[src/ttr_pkg.sv]
// Package for the direct-mapped transposition table with replacement.
// Holds the request, response and entry types and the register indexes.
// No dependencies.
package ttr_pkg;

   localparam int TAG_SHIFT    = 48;
   localparam int CSR_IDX_BITS = 8;

   localparam logic [CSR_IDX_BITS-1:0] CSR_REPLACE_DEPTH = 8'd0;
   localparam logic [CSR_IDX_BITS-1:0] CSR_REPLACE_AGE   = 8'd1;

   localparam logic [7:0]  RESET_REPLACE_DEPTH = 8'd4;
   localparam logic [7:0]  RESET_REPLACE_AGE   = 8'd2;
   localparam logic [15:0] EMPTY_TAG           = 16'd0;

   localparam logic MODE_PROBE = 1'b0;
   localparam logic MODE_STORE = 1'b1;

   typedef struct packed {
      logic               mode;
      logic [63:0]        hash;
      logic [15:0]        best_move;
      logic signed [7:0]  search_depth;
      logic [7:0]         bound_kind;
      logic [7:0]         search_age;
      logic signed [15:0] score;
   } req_type;

   typedef struct packed {
      logic               found;
      logic               written;
      logic [15:0]        slot_tag;
      logic [15:0]        slot_move;
      logic signed [7:0]  slot_depth;
      logic [7:0]         slot_bound;
      logic [7:0]         slot_age;
      logic signed [15:0] slot_score;
   } rsp_type;

   typedef struct packed {
      logic [15:0]        tag;
      logic [15:0]        move;
      logic signed [7:0]  depth;
      logic [7:0]         bound;
      logic [7:0]         age;
      logic signed [15:0] score;
   } entry_type;

   typedef struct packed {
      logic clear;
      logic accept;
      logic decide;
   } cmd_type;

   typedef struct packed {
      logic clear_last;
   } status_type;

endpackage

[src/ttr_ctrl.sv]
// Controller state machine for the transposition table.
// Depends on ttr_pkg for the command and status types.
module ttr_ctrl import ttr_pkg::*; (
   input  logic       clock,
   input  logic       reset,
   input  logic       start,
   input  status_type status,
   output cmd_type    cmd,
   output logic       busy
);

   typedef enum logic [2:0] {
      ST_CLEAR  = 3'b001,
      ST_IDLE   = 3'b010,
      ST_DECIDE = 3'b100
   } state_type;

   state_type state_ff, state_in;

   always_comb begin
      state_in   = state_ff;
      cmd        = '0;
      busy       = 1'b1;
      unique case (state_ff)
         ST_CLEAR: begin
            cmd.clear = 1'b1;
            if (status.clear_last) begin
               state_in = ST_IDLE;
            end
         end
         ST_IDLE: begin
            busy = 1'b0;
            if (start) begin
               cmd.accept = 1'b1;
               state_in   = ST_DECIDE;
            end
         end
         ST_DECIDE: begin
            cmd.decide = 1'b1;
            state_in   = ST_IDLE;
         end
         default: begin
            state_in = ST_CLEAR;
         end
      endcase
   end

   always_ff @(posedge clock) begin
      if (reset) begin
         state_ff <= ST_CLEAR;
      end else begin
         state_ff <= state_in;
      end
   end

endmodule

[config.mk]
export PLATFORM = sky130hd
export DESIGN_NAME = ttr_ctrl
export DESIGN_NICKNAME = d
export VERILOG_FILES = /design/src/ttr_pkg.sv /design/src/ttr_ctrl.sv
export SDC_FILE = /design/constraint.sdc
export NUM_CORES = 1
export LEC_CHECK = 0
export BUFFER_PORTS_ARGS = -buffer_cell sky130_fd_sc_hd__buf_2
export CAP_MARGIN = 20
export CORE_AREA = 5 5 42 44
export CTS_BUF_LIST = sky130_fd_sc_hd__clkbuf_2 sky130_fd_sc_hd__clkbuf_4 sky130_fd_sc_hd__clkbuf_8
export CTS_CLUSTER_DIAMETER = 60
export DETAILED_ROUTE_END_ITERATION = 8
export DIE_AREA = 0 0 47 49
export HOLD_SLACK_MARGIN = 0.03
export MAX_ROUTING_LAYER = met4
export PLACE_DENSITY = 0.31
export SYNTH_ARGS = -nofsm -noshare
export SYNTH_HDL_FRONTEND = slang
export SYNTH_SLANG_ARGS = --single-unit
[constraint.sdc]
create_clock -name clock -period 1.18 [get_ports clock]
set_input_delay 0.236 -clock clock [delete_from_list [all_inputs] [get_ports clock]]
set_output_delay 0.236 -clock clock [all_outputs]
set_load 0.005 [all_outputs]
### Yosys cells after proc, flatten, opt, wreduce, memory -nomap -nowiden

Index checks and enable logic that the tools add are counted.

* equality and inequality tests: 5
* mux-type cells: 8
* reduce and logical (&&, ||, !) cells: 1

Operators by type and width (count)
* 3-bit case mux with 3 select lines: 1
* 3-bit two-way mux: 2
* 1-bit two-way mux: 5
* 2-bit != test, second input constant: 2
* 3-bit by 1-bit == test with 1-bit output, second input constant: 1
* 3-bit by 2-bit == test with 1-bit output, second input constant: 1
* 3-bit == test, second input constant: 1
* 2-bit AND reduction: 1

* register bits after elaboration: 3
* input bits: 4
* output and inout port bits: 4
* logic and storage cells: 15

### Depth between registers and ports, before layout

Gate-level depths: netlist of run 1.

* depth after elaboration: 3
* gate-level depth with buffers: 3
* depth with buffers taken out: 3

### Worst setup path after synthesis of run 1

OpenSTA, ideal clock, no wires.

* kind: register to output
* start point: register state_ff[1]
* end point: output cmd[1] (netlist bit)
* data arrival time: 895 ps
* required time: 944 ps
* slack: 49 ps
* cell stages (with the launch flop): 3
* cell sequence: dfxtp_1 > or3b_4 > nor2_1

RTL lines
* from (decl): line ttr_ctrl.sv:18 `state_type state_ff, state_in;`
* from (signal assigned): line ttr_ctrl.sv:52 `state_ff <= state_in;`
* to (decl): line ttr_ctrl.sv:8 `output cmd_type cmd,`

==> flow_metrics.env, run 1 <==
export IMPL_cts_root_to_sink_buffers=2
export IMPL_detailroute_via_count=183
export IMPL_worst_pin_slew_ns=0.198
export IMPL_critical_path_peak_fanout=3
export IMPL_finalMaxSlewViolations=0
export IMPL_synth_seq_cells=3
export IMPL_syn_instance_count=16
export IMPL_post_synth_cell_area_avg_sq_um=9.62
export IMPL_grt_use_total=0.0491
export IMPL_clk_root_buffer_cell="clkbuf_4"
export IMPL_power_per_cell_area_nw_per_um2=1170
export IMPL_final_core_utilization=0.229
export IMPL_hold_slack_ns=0.201
export IMPL_skew_ns=0.00450
export IMPL_cp_end_kind="primary output"
export IMPL_hold_viol=0
export IMPL_slew_limit_headroom=0.867
export IMPL_min_path_cells=2
export IMPL_ioPinCount=8
export IMPL_core_area_sq_um=1400
export IMPL_port_buffer_count=7
export IMPL_yosys_warnings=0
export IMPL_clock_latency_ns=0.23
export IMPL_hold_path_end="state_ff[2]"
export IMPL_first_pass_iters=2
export IMPL_antenna_violating_nets_post_route=0
export IMPL_timing_final_crit_period_ns=1.37
export IMPL_synth_top_area_frac=0.390
export IMPL_initial_standard_cell_utilization_of_the_core=0.110
export IMPL_grt_setup_unrepaired="yes"
export IMPL_gp_congestion=0.751
export IMPL_timing_final_crit_share=1.16
export IMPL_outcome="complete, but fails checks"
export IMPL_synthTopCellsByArea="dfxtp_1 39%, nor3b_1 9.8%, and4bb_2 8.1%"
export IMPL_die_h_microns=49
export IMPL_crit_reg2reg_launch="state_ff[0]"
export IMPL_power_leakage_nw=0.139
export IMPL_synth_sequential_area_ratio=0.390
export IMPL_total_cts_buffers=3
export IMPL_detail_route_drc_violations=0
export IMPL_worst_ir_drop_vdd_v=0.000634
export IMPL_tritoncts_clock_tree="yes"
export IMPL_critical_path_arrival_ns=1.14
export IMPL_areaGrowthSynthToFinish_pct=108
export IMPL_first_iter_violations=7
export IMPL_largest_registers="state_ff x3"
export IMPL_cts_htree_levels=1
export IMPL_first_global_vias=178
export IMPL_place_hpwl_microns=306
export IMPL_wire_length_of_the_first_global_routing_pass_microns=745
export IMPL_synthDistinctLibCells=11
export IMPL_net_count_synth=20
export IMPL_gr_total_overflow=0
export IMPL_critical_path_reg2reg_endpoint="state_ff[1]"
export IMPL_die_x_microns=47
export IMPL_critical_path_startpoint_category="flop"
export IMPL_yosysTopAreaCell="dfxtp_1"
export IMPL_r2r_setup_slack_ns=0.01
export IMPL_rr_worst_depth=6
export IMPL_post_synth_instance_area_sq_um=154
export IMPL_finish_net_count=38
export IMPL_antenna_diode_count=0
export IMPL_achievable_frequency_mhz=728
export IMPL_tritoncts_num_sinks=3
export IMPL_post_drt_wl_per_cell_microns=9.73
export IMPL_post_route_cells_drive_above_1_share=0.818
export IMPL_final_critical_path_setup_slack_ns=-0.194
export IMPL_maximum_number_of_pins_on_one_net_before_global_route_repair=6
export IMPL_number_of_flip_flops_under_the_largest_register_name=3
export IMPL_hold_path_startpoint="reset"
export IMPL_overall_die_area_sq_um=2300
export IMPL_holdCritPathClass="primary input to flop"
export IMPL_largest_register="state_ff"
export IMPL_vias_per_cell=3.73
export IMPL_total_wirelength_of_the_detailed_routed_design_microns=477
export IMPL_violated_checks="negative setup slack"
export IMPL_cp_required_ns=0.94
export IMPL_worst_setup_path_type="flop to primary output"
export IMPL_path_clk_slew_ns=0.04
export IMPL_antenna_violations_before_repair=0
export IMPL_core_rowCount=14
export IMPL_setup_viol=4
export IMPL_placement_setup_worst_slack_ns=0.0440
export IMPL_maxCapViolations=0
cells in the final DEF, fill, tap and decap left out, types with 2 or more instances in the layout:
cell	instances
buf_4	4
clkbuf_4	4
nor2_1	2
buf_6	2
buf_2	7
dfxtp_2	3
report_power, final:
group	internal [W]	leakage [nW]	total, W	switching, W
clock	0.000149	0.0184	0.000201	0.0000511
sequential	0.000109	0.0252	0.000111	0.00000270
combinational	0.0000361	0.0958	0.0000631	0.0000271
total	0.000294	0.139	0.000375	0.0000809
Yosys cell counts, drive strengths merged:
| cell type | number |
|---|---|
| dfxtp | 3 |
| and4bb | 1 |
| inv | 1 |
| nor4b | 1 |
| nor2 | 3 |
| xnor2 | 1 |
| nor3 | 2 |
| o21bai | 1 |
| nor3b | 2 |
| or3b | 1 |
how the worst max path moves through the flow:
stage,from,end,cells after the start
final,state_ff[0],cmd[1],3
after global routing,state_ff[0],cmd[1],3
after CTS,state_ff[0],cmd[1],3
after detailed placement,state_ff[0],cmd[1],3
after global placement,state_ff[1],cmd[1],3
after floorplan,state_ff[1],cmd[1],2
worst max-delay path, cell delays in order (launching register included):
cell and delay (ns):
dfxtp_2 0.31, or3b_4 0.41, nor2_2 0.08, buf_2 0.11
cell families (layout without fill, tap and decap cells):
kind of cell,after synthesis,in the layout,share of synthesized area
AO/OA/AOI/OAI,1,1,0.0488
XOR/XNOR,1,1,0.0569
buffers and inverters,1,18,0.0244
flip-flops,3,3,0.390
AND/OR/NAND/NOR,10,10,0.480
stage by stage:
step                cells  total power (W)  instance area (sq um)  TNS, ns
global route           49         0.000408                    320   -0.935
global placement       42         0.000158                    231        0
floorplan              16         0.000135                    154        0
detailed placement     42         0.000158                    231        0
finish                 49         0.000375                    320   -0.615
CTS                    47         0.000367                    283   -0.444
cell type report:
| type | count | area (sq um) |
|---|---|---|
| Clock buffer | 4 | 30.0 |
| Fill cell | 169 | 1080 |
| Inverter | 1 | 3.75 |
| Multi-Input combinational cell | 12 | 115 |
| Sequential cell | 3 | 63.8 |
| Tap cell | 16 | 20.0 |
| Timing Repair Buffer | 13 | 87.6 |
timing repair:
item | 4_1_cts | 5_1_grt
endpoints found under the setup margin | 4 | 4
gates resized for setup | 3 | 7
pin swaps | 2 | 1
buffers inserted | 1 | 2
hold buffers | 0 | 0
gates cloned | 0 | 0
metal layers:
layer / share of wire / GRT usage / up-vias
met3: 0.16 / 0.0554 / 0
met2: 0.37 / 0.0520 / 12
met1: 0.47 / 0.0592 / 81
met4: 0 / 0.0138 / 0
met5: 0 / - / -
li1: - / - / 90
Power figures use the tool's default switching activity.
==> run 2: changes to the inputs <==
--- a/config.mk
+++ b/config.mk
@@ -7,6 +7,8 @@
 export LEC_CHECK = 0
 export BUFFER_PORTS_ARGS = -buffer_cell sky130_fd_sc_hd__buf_2
 export CAP_MARGIN = 20
+export CELL_PAD_IN_SITES_DETAIL_PLACEMENT = 0
+export CELL_PAD_IN_SITES_GLOBAL_PLACEMENT = 1
 export CORE_AREA = 5 5 42 44
 export CTS_BUF_LIST = sky130_fd_sc_hd__clkbuf_2 sky130_fd_sc_hd__clkbuf_4 sky130_fd_sc_hd__clkbuf_8
 export CTS_CLUSTER_DIAMETER = 60
@@ -14,7 +16,8 @@
 export DIE_AREA = 0 0 47 49
 export HOLD_SLACK_MARGIN = 0.03
 export MAX_ROUTING_LAYER = met4
-export PLACE_DENSITY = 0.31
+export PLACE_DENSITY = 0.38
+export RECOVER_POWER = 100
 export SYNTH_ARGS = -nofsm -noshare
 export SYNTH_HDL_FRONTEND = slang
 export SYNTH_SLANG_ARGS = --single-unit
==> constraint.sdc (replaced) <==
create_clock -name clock -period 1.18 [get_ports clock]
set_input_delay 0.118 -clock clock [delete_from_list [all_inputs] [get_ports clock]]
set_output_delay 0.118 -clock clock [all_outputs]
set_load 0.005 [all_outputs]
==> flow_metrics.env, run 2 (same netlist as run 1, synthesis figures left out) <==
export IMPL_violated_checks="negative setup slack"
export IMPL_antenna_violations_before_repair=0
export IMPL_finalMaxSlewViolations=0
export IMPL_min_path_cells=2
export IMPL_holdCritPathClass="primary input to flop"
export IMPL_cts_root_to_sink_buffers=2
export IMPL_worst_ir_drop_vdd_v=0.000316
export IMPL_largest_registers="state_ff x3"
export IMPL_clock_latency_ns=0.23
export IMPL_total_wirelength_of_the_detailed_routed_design_microns=443
export IMPL_post_drt_wl_per_cell_microns=9.43
export IMPL_finish_cell_count_without_fillers=47
export IMPL_vias_per_cell=3.53
export IMPL_power_leakage_nw=0.124
export IMPL_critical_path_startpoint_category="flop"
export IMPL_fillCellCount=160
export IMPL_maximum_number_of_pins_on_one_net_before_global_route_repair=7
export IMPL_gr_total_overflow=0
export IMPL_outcome="complete, but fails checks"
export IMPL_worst_pin_slew_ns=0.260
export IMPL_first_pass_iters=2
export IMPL_antenna_violating_nets_post_route=0
export IMPL_first_global_vias=173
export IMPL_die_x_microns=47
export IMPL_tritoncts_num_sinks=3
export IMPL_core_rowCount=14
export IMPL_cts_htree_levels=1
export IMPL_number_of_flip_flops_under_the_largest_register_name=3
export IMPL_slew_limit_headroom=0.824
export IMPL_areaGrowthSynthToFinish_pct=88.6
export IMPL_gp_congestion=0.612
export IMPL_clk_root_buffer_cell="clkbuf_4"
export IMPL_die_h_microns=49
export IMPL_critical_path_peak_fanout=4
export IMPL_grt_setup_unrepaired="yes"
export IMPL_timing_final_crit_share=1.10
export IMPL_path_clk_slew_ns=0.04
export IMPL_final_critical_path_setup_slack_ns=-0.115
export IMPL_timing_final_crit_period_ns=1.29
export IMPL_initial_standard_cell_utilization_of_the_core=0.110
export IMPL_achievable_frequency_mhz=772
export IMPL_skew_ns=0.000301
export IMPL_post_route_cells_drive_above_1_share=0.742
export IMPL_power_per_cell_area_nw_per_um2=1240
export IMPL_maxCapViolations=0
export IMPL_ioPinCount=8
export IMPL_port_buffer_count=7
export IMPL_tritoncts_clock_tree="yes"
export IMPL_placed_cells=39
export IMPL_wire_length_of_the_first_global_routing_pass_microns=690
export IMPL_rr_worst_depth=3
export IMPL_hold_viol=0
export IMPL_finish_net_count=36
export IMPL_grt_use_total=0.0447
export IMPL_overall_die_area_sq_um=2300
export IMPL_most_common_cell_after_layout_fill_and_taps_aside="buf_2"
export IMPL_core_area_sq_um=1400
export IMPL_detail_route_drc_violations=0
export IMPL_first_iter_violations=1
export IMPL_cp_required_ns=1.06
export IMPL_setup_viol=2
export IMPL_cp_end_kind="primary output"
export IMPL_critical_path_arrival_ns=1.18
export IMPL_hold_slack_ns=0.0743
export IMPL_largest_register="state_ff"
export IMPL_worst_setup_path_type="flop to primary output"
export IMPL_most_common_layout_cells="7 x buf_2, 4 x clkbuf_4, 4 x buf_4"
export IMPL_detailroute_via_count=166
export IMPL_antenna_diode_count=0
export IMPL_total_cts_buffers=3
[run 2: cell count changes in the layout (fill, tap and decap cells not counted)]
cell,delta
dfxtp_2,-3
nor3b_2,+1
nor2_2,-1
nor4b_1,+1
nor2_1,+1
nor3b_4,-1
buf_6,-2
dfxtp_4,+3
nor4b_2,-1
[run 2: power by group]
part           switching [W]  internal [W]
Combinational      0.0000194     0.0000288
Sequential        0.00000468      0.000105
Clock              0.0000531      0.000150
Total              0.0000772      0.000283
[run 2: area by class of cell]
type	instances	area, sq um	share of cell area
flip-flops and latches	3	71.3	0.246
repair buffers	11	65.1	0.224
well taps	16	20.0	0.0690
clock buffers	4	30.0	0.103
multi-input cells	12	100	0.345
inverters	1	3.75	0.0129
[run 2: repair_timing]
action | CTS | global route
pin swaps | 0 | 2
setup buffers | 2 | 2
gates resized for setup | 4 | 4
hold buffers | 0 | 0
endpoints found under the setup margin | 3 | 4
[run 2: path summary, 6_finish.rpt]
path               startpoint           to  slack (ns)
hold reg to reg   state_ff[2]  state_ff[1]        0.62
setup / recovery  state_ff[2]       cmd[1]       -0.11
hold / removal          reset  state_ff[2]        0.07
setup reg to reg  state_ff[2]  state_ff[2]        0.13
[run 2: worst max-delay path, cell delays in order, from the launching register on]
cell     delay, ns
dfxtp_4       0.34
or3b_4        0.40
nor2_1        0.10
buf_2         0.11
[run 2: stage by stage]
stage	total power, W	setup slack [ns]	utilization	cell area, sq um	setup TNS (ns)
detailed placement	0.000150	0.0633	0.149	209	0
finish	0.000360	-0.115	0.207	290	-0.160
floorplan	0.000135	0.167	-	154	0
global route	0.000380	-0.145	0.207	290	-0.264
global placement	0.000151	0.0565	0.149	209	0
CTS	0.000371	-0.118	0.186	260	-0.226
[run 2: routing by layer]
layer  wire length, microns  up-vias  GRT usage  part of all wire
li1                       -       86          -                 -
met1                    181       75     0.0526              0.41
met2                    217        5     0.0498              0.49
met3                     44        0     0.0148             0.099
met4                      0        0     0.0553                 0
met5                      0        -          -                 0
==> run 3: changes to the inputs <==
--- a/config.mk
+++ b/config.mk
@@ -16,7 +16,7 @@
 export DIE_AREA = 0 0 47 49
 export HOLD_SLACK_MARGIN = 0.03
 export MAX_ROUTING_LAYER = met4
-export PLACE_DENSITY = 0.38
+export PLACE_DENSITY = 0.39
 export RECOVER_POWER = 100
 export SYNTH_ARGS = -nofsm -noshare
 export SYNTH_HDL_FRONTEND = slang
==> constraint.sdc (replaced) <==
create_clock -name clock -period 1.05 [get_ports clock]
set_input_delay 0.105 -clock clock [delete_from_list [all_inputs] [get_ports clock]]
set_output_delay 0.105 -clock clock [all_outputs]
set_load 0.005 [all_outputs]
==> flow_metrics.env, run 3 (same netlist as run 1, synthesis figures left out) <==
export IMPL_clk_root_buffer_cell="clkbuf_4"
export IMPL_ioPinCount=8
export IMPL_power_per_cell_area_nw_per_um2=1260
export IMPL_critical_path_peak_fanout=5
export IMPL_cts_htree_levels=1
export IMPL_clock_latency_ns=0.23
export IMPL_p_sw_frac=0.215
export IMPL_placed_cells=41
export IMPL_rr_worst_depth=4
export IMPL_core_area_sq_um=1400
export IMPL_die_x_microns=47
export IMPL_cts_root_to_sink_buffers=2
export IMPL_startpoint="state_ff[0]"
export IMPL_critical_path_reg2reg_endpoint="state_ff[2]"
export IMPL_met1_length_microns=203
export IMPL_slew_limit_headroom=0.878
export IMPL_tritoncts_clock_tree="yes"
export IMPL_setup_viol=5
export IMPL_critical_path_arrival_ns=1.15
export IMPL_most_common_layout_cells="7 x buf_2, 4 x clkbuf_4, 4 x buf_6"
export IMPL_gp_congestion=0.629
export IMPL_finalMaxSlewViolations=0
export IMPL_outcome="complete, but fails checks"
export IMPL_initial_standard_cell_utilization_of_the_core=0.110
export IMPL_achievable_frequency_mhz=799
export IMPL_largest_register="state_ff"
export IMPL_crit_reg2reg_launch="state_ff[0]"
export IMPL_first_pass_iters=4
export IMPL_gr_total_overflow=0
export IMPL_post_drt_wl_per_cell_microns=8.86
export IMPL_maxCapViolations=0
export IMPL_finish_net_count=38
export IMPL_areaGrowthSynthToFinish_pct=115
export IMPL_design_power_total_w=0.000417
export IMPL_port_buffer_count=7
export IMPL_most_common_cell_after_layout_fill_and_taps_aside="buf_2"
export IMPL_final_core_utilization=0.236
export IMPL_number_of_flip_flops_under_the_largest_register_name=3
export IMPL_cp_end_kind="primary output"
export IMPL_overall_die_area_sq_um=2300
export IMPL_min_path_cells=2
export IMPL_worst_ir_drop_vdd_v=0.000875
export IMPL_worst_pin_slew_ns=0.182
export IMPL_post_route_cells_drive_above_1_share=0.788
export IMPL_final_critical_path_setup_slack_ns=-0.202
export IMPL_r2r_setup_slack_ns=-0.12
export IMPL_antenna_violating_nets_post_route=0
export IMPL_detailroute_via_count=176
export IMPL_fillCellCount=169
export IMPL_worst_setup_path_type="flop to primary output"
export IMPL_maximum_number_of_pins_on_one_net_before_global_route_repair=7
export IMPL_met2RoutedLength_microns=152
export IMPL_dr_max_layer_used="met3"
export IMPL_path_clk_slew_ns=0.03
export IMPL_hold_viol=0
export IMPL_violated_checks="negative setup slack"
export IMPL_tritoncts_num_sinks=3
export IMPL_place_hpwl_microns=294
export IMPL_critical_path_startpoint_category="flop"
export IMPL_antenna_diode_count=0
export IMPL_timing_final_crit_period_ns=1.25
export IMPL_timing_final_crit_share=1.19
export IMPL_total_met3_wirelength_after_detailed_routing_microns=78
export IMPL_clockPowerShare=0.544
export IMPL_post_cts_hold_buffer_count=0
export IMPL_cp_required_ns=0.94
export IMPL_hold_path_end="state_ff[2]"
export IMPL_power_internal_w=0.000327
export IMPL_vias_per_cell=3.59
export IMPL_combPwrFrac=0.149
export IMPL_power_sequential_fraction=0.307
export IMPL_finish_cell_count_without_fillers=49
export IMPL_grt_use_total=0.0454
export IMPL_placement_setup_worst_slack_ns=-0.0125
export IMPL_skew_ns=0.00381
export IMPL_core_rowCount=14
export IMPL_holdCritPathClass="primary input to flop"
export IMPL_grt_setup_unrepaired="yes"
export IMPL_power_leakage_nw=0.139
export IMPL_total_wirelength_of_the_detailed_routed_design_microns=434
export IMPL_die_h_microns=49
export IMPL_total_cts_buffers=3
export IMPL_first_iter_violations=3
export IMPL_antenna_violations_before_repair=0
export IMPL_hold_path_startpoint="reset"
export IMPL_wire_length_of_the_first_global_routing_pass_microns=690
export IMPL_netSwitchingPower_w=0.0000898
export IMPL_detail_route_drc_violations=0
export IMPL_largest_registers="state_ff x3"
export IMPL_first_global_vias=177
==> run 3: cell types whose count changed in the layout (fill, tap and decap cells not counted), sizes merged <==
cell / previous run / this run
buf: 11 / 13
==> run 3: what timing repair did <==
| item | 4_1_cts | 5_1_grt |
|---|---|---|
| buffers inserted | 1 | 3 |
| resized for setup | 3 | 9 |
| setup endpoints to repair | 4 | 6 |
| hold endpoints to repair | 0 | 0 |
| pin swaps | 1 | 2 |
==> run 3: routing by layer <==
metal  vias up  GRT usage
li1         92          -
met2        10     0.0498
met1        74     0.0524
met5         -          -
met4         0     0.0138
met3         0     0.0517
==> run 3: per-stage QoR <==
step | cell area [sq um] | setup TNS [ns] | hold slack [ns]
CTS | 267 | -0.654 | 0.0569
detailed placement | 224 | -0.0125 | 0.310
global placement | 224 | -0.00493 | 0.305
finish | 330 | -0.635 | 0.0575
floorplan | 154 | 0 | 0.176
global route | 330 | -0.938 | 0.0592
==> run 3: how the worst max path moves through the flow <==
stage | endpoint | slack [ns]
2_1_floorplan | cmd[1] | 0.05
5_1_grt | cmd[1] | -0.27
6_report | cmd[1] | -0.20
3_3_place_gp | cmd[1] | -0.005
4_1_cts | cmd[1] | -0.22
3_5_place_dp | cmd[1] | -0.01
==> run 3: final cells by class <==
type	instances	area (sq um)	share of cell area
multi-input cells	12	115	0.348
repair buffers	13	95.1	0.288
flip-flops and latches	3	66.3	0.201
clock buffers	4	30.0	0.0909
well taps	16	20.0	0.0606
inverters	1	3.75	0.0114
==> run 3: critical path: stages (launching register included) <==
cell and delay, ns:
dfxtp_4 0.35, or3b_4 0.38, nor2_1 0.08, buf_2 0.11
==> run 3: power by group through the flow <==
stage                logic, W  clock network [W]  registers [W]
finish              0.0000623           0.000227       0.000128
detailed placement  0.0000448                  0       0.000129
global route        0.0000692           0.000256       0.000129
global placement    0.0000453                  0       0.000129
CTS                 0.0000465           0.000237       0.000127
floorplan           0.0000227                  0       0.000129
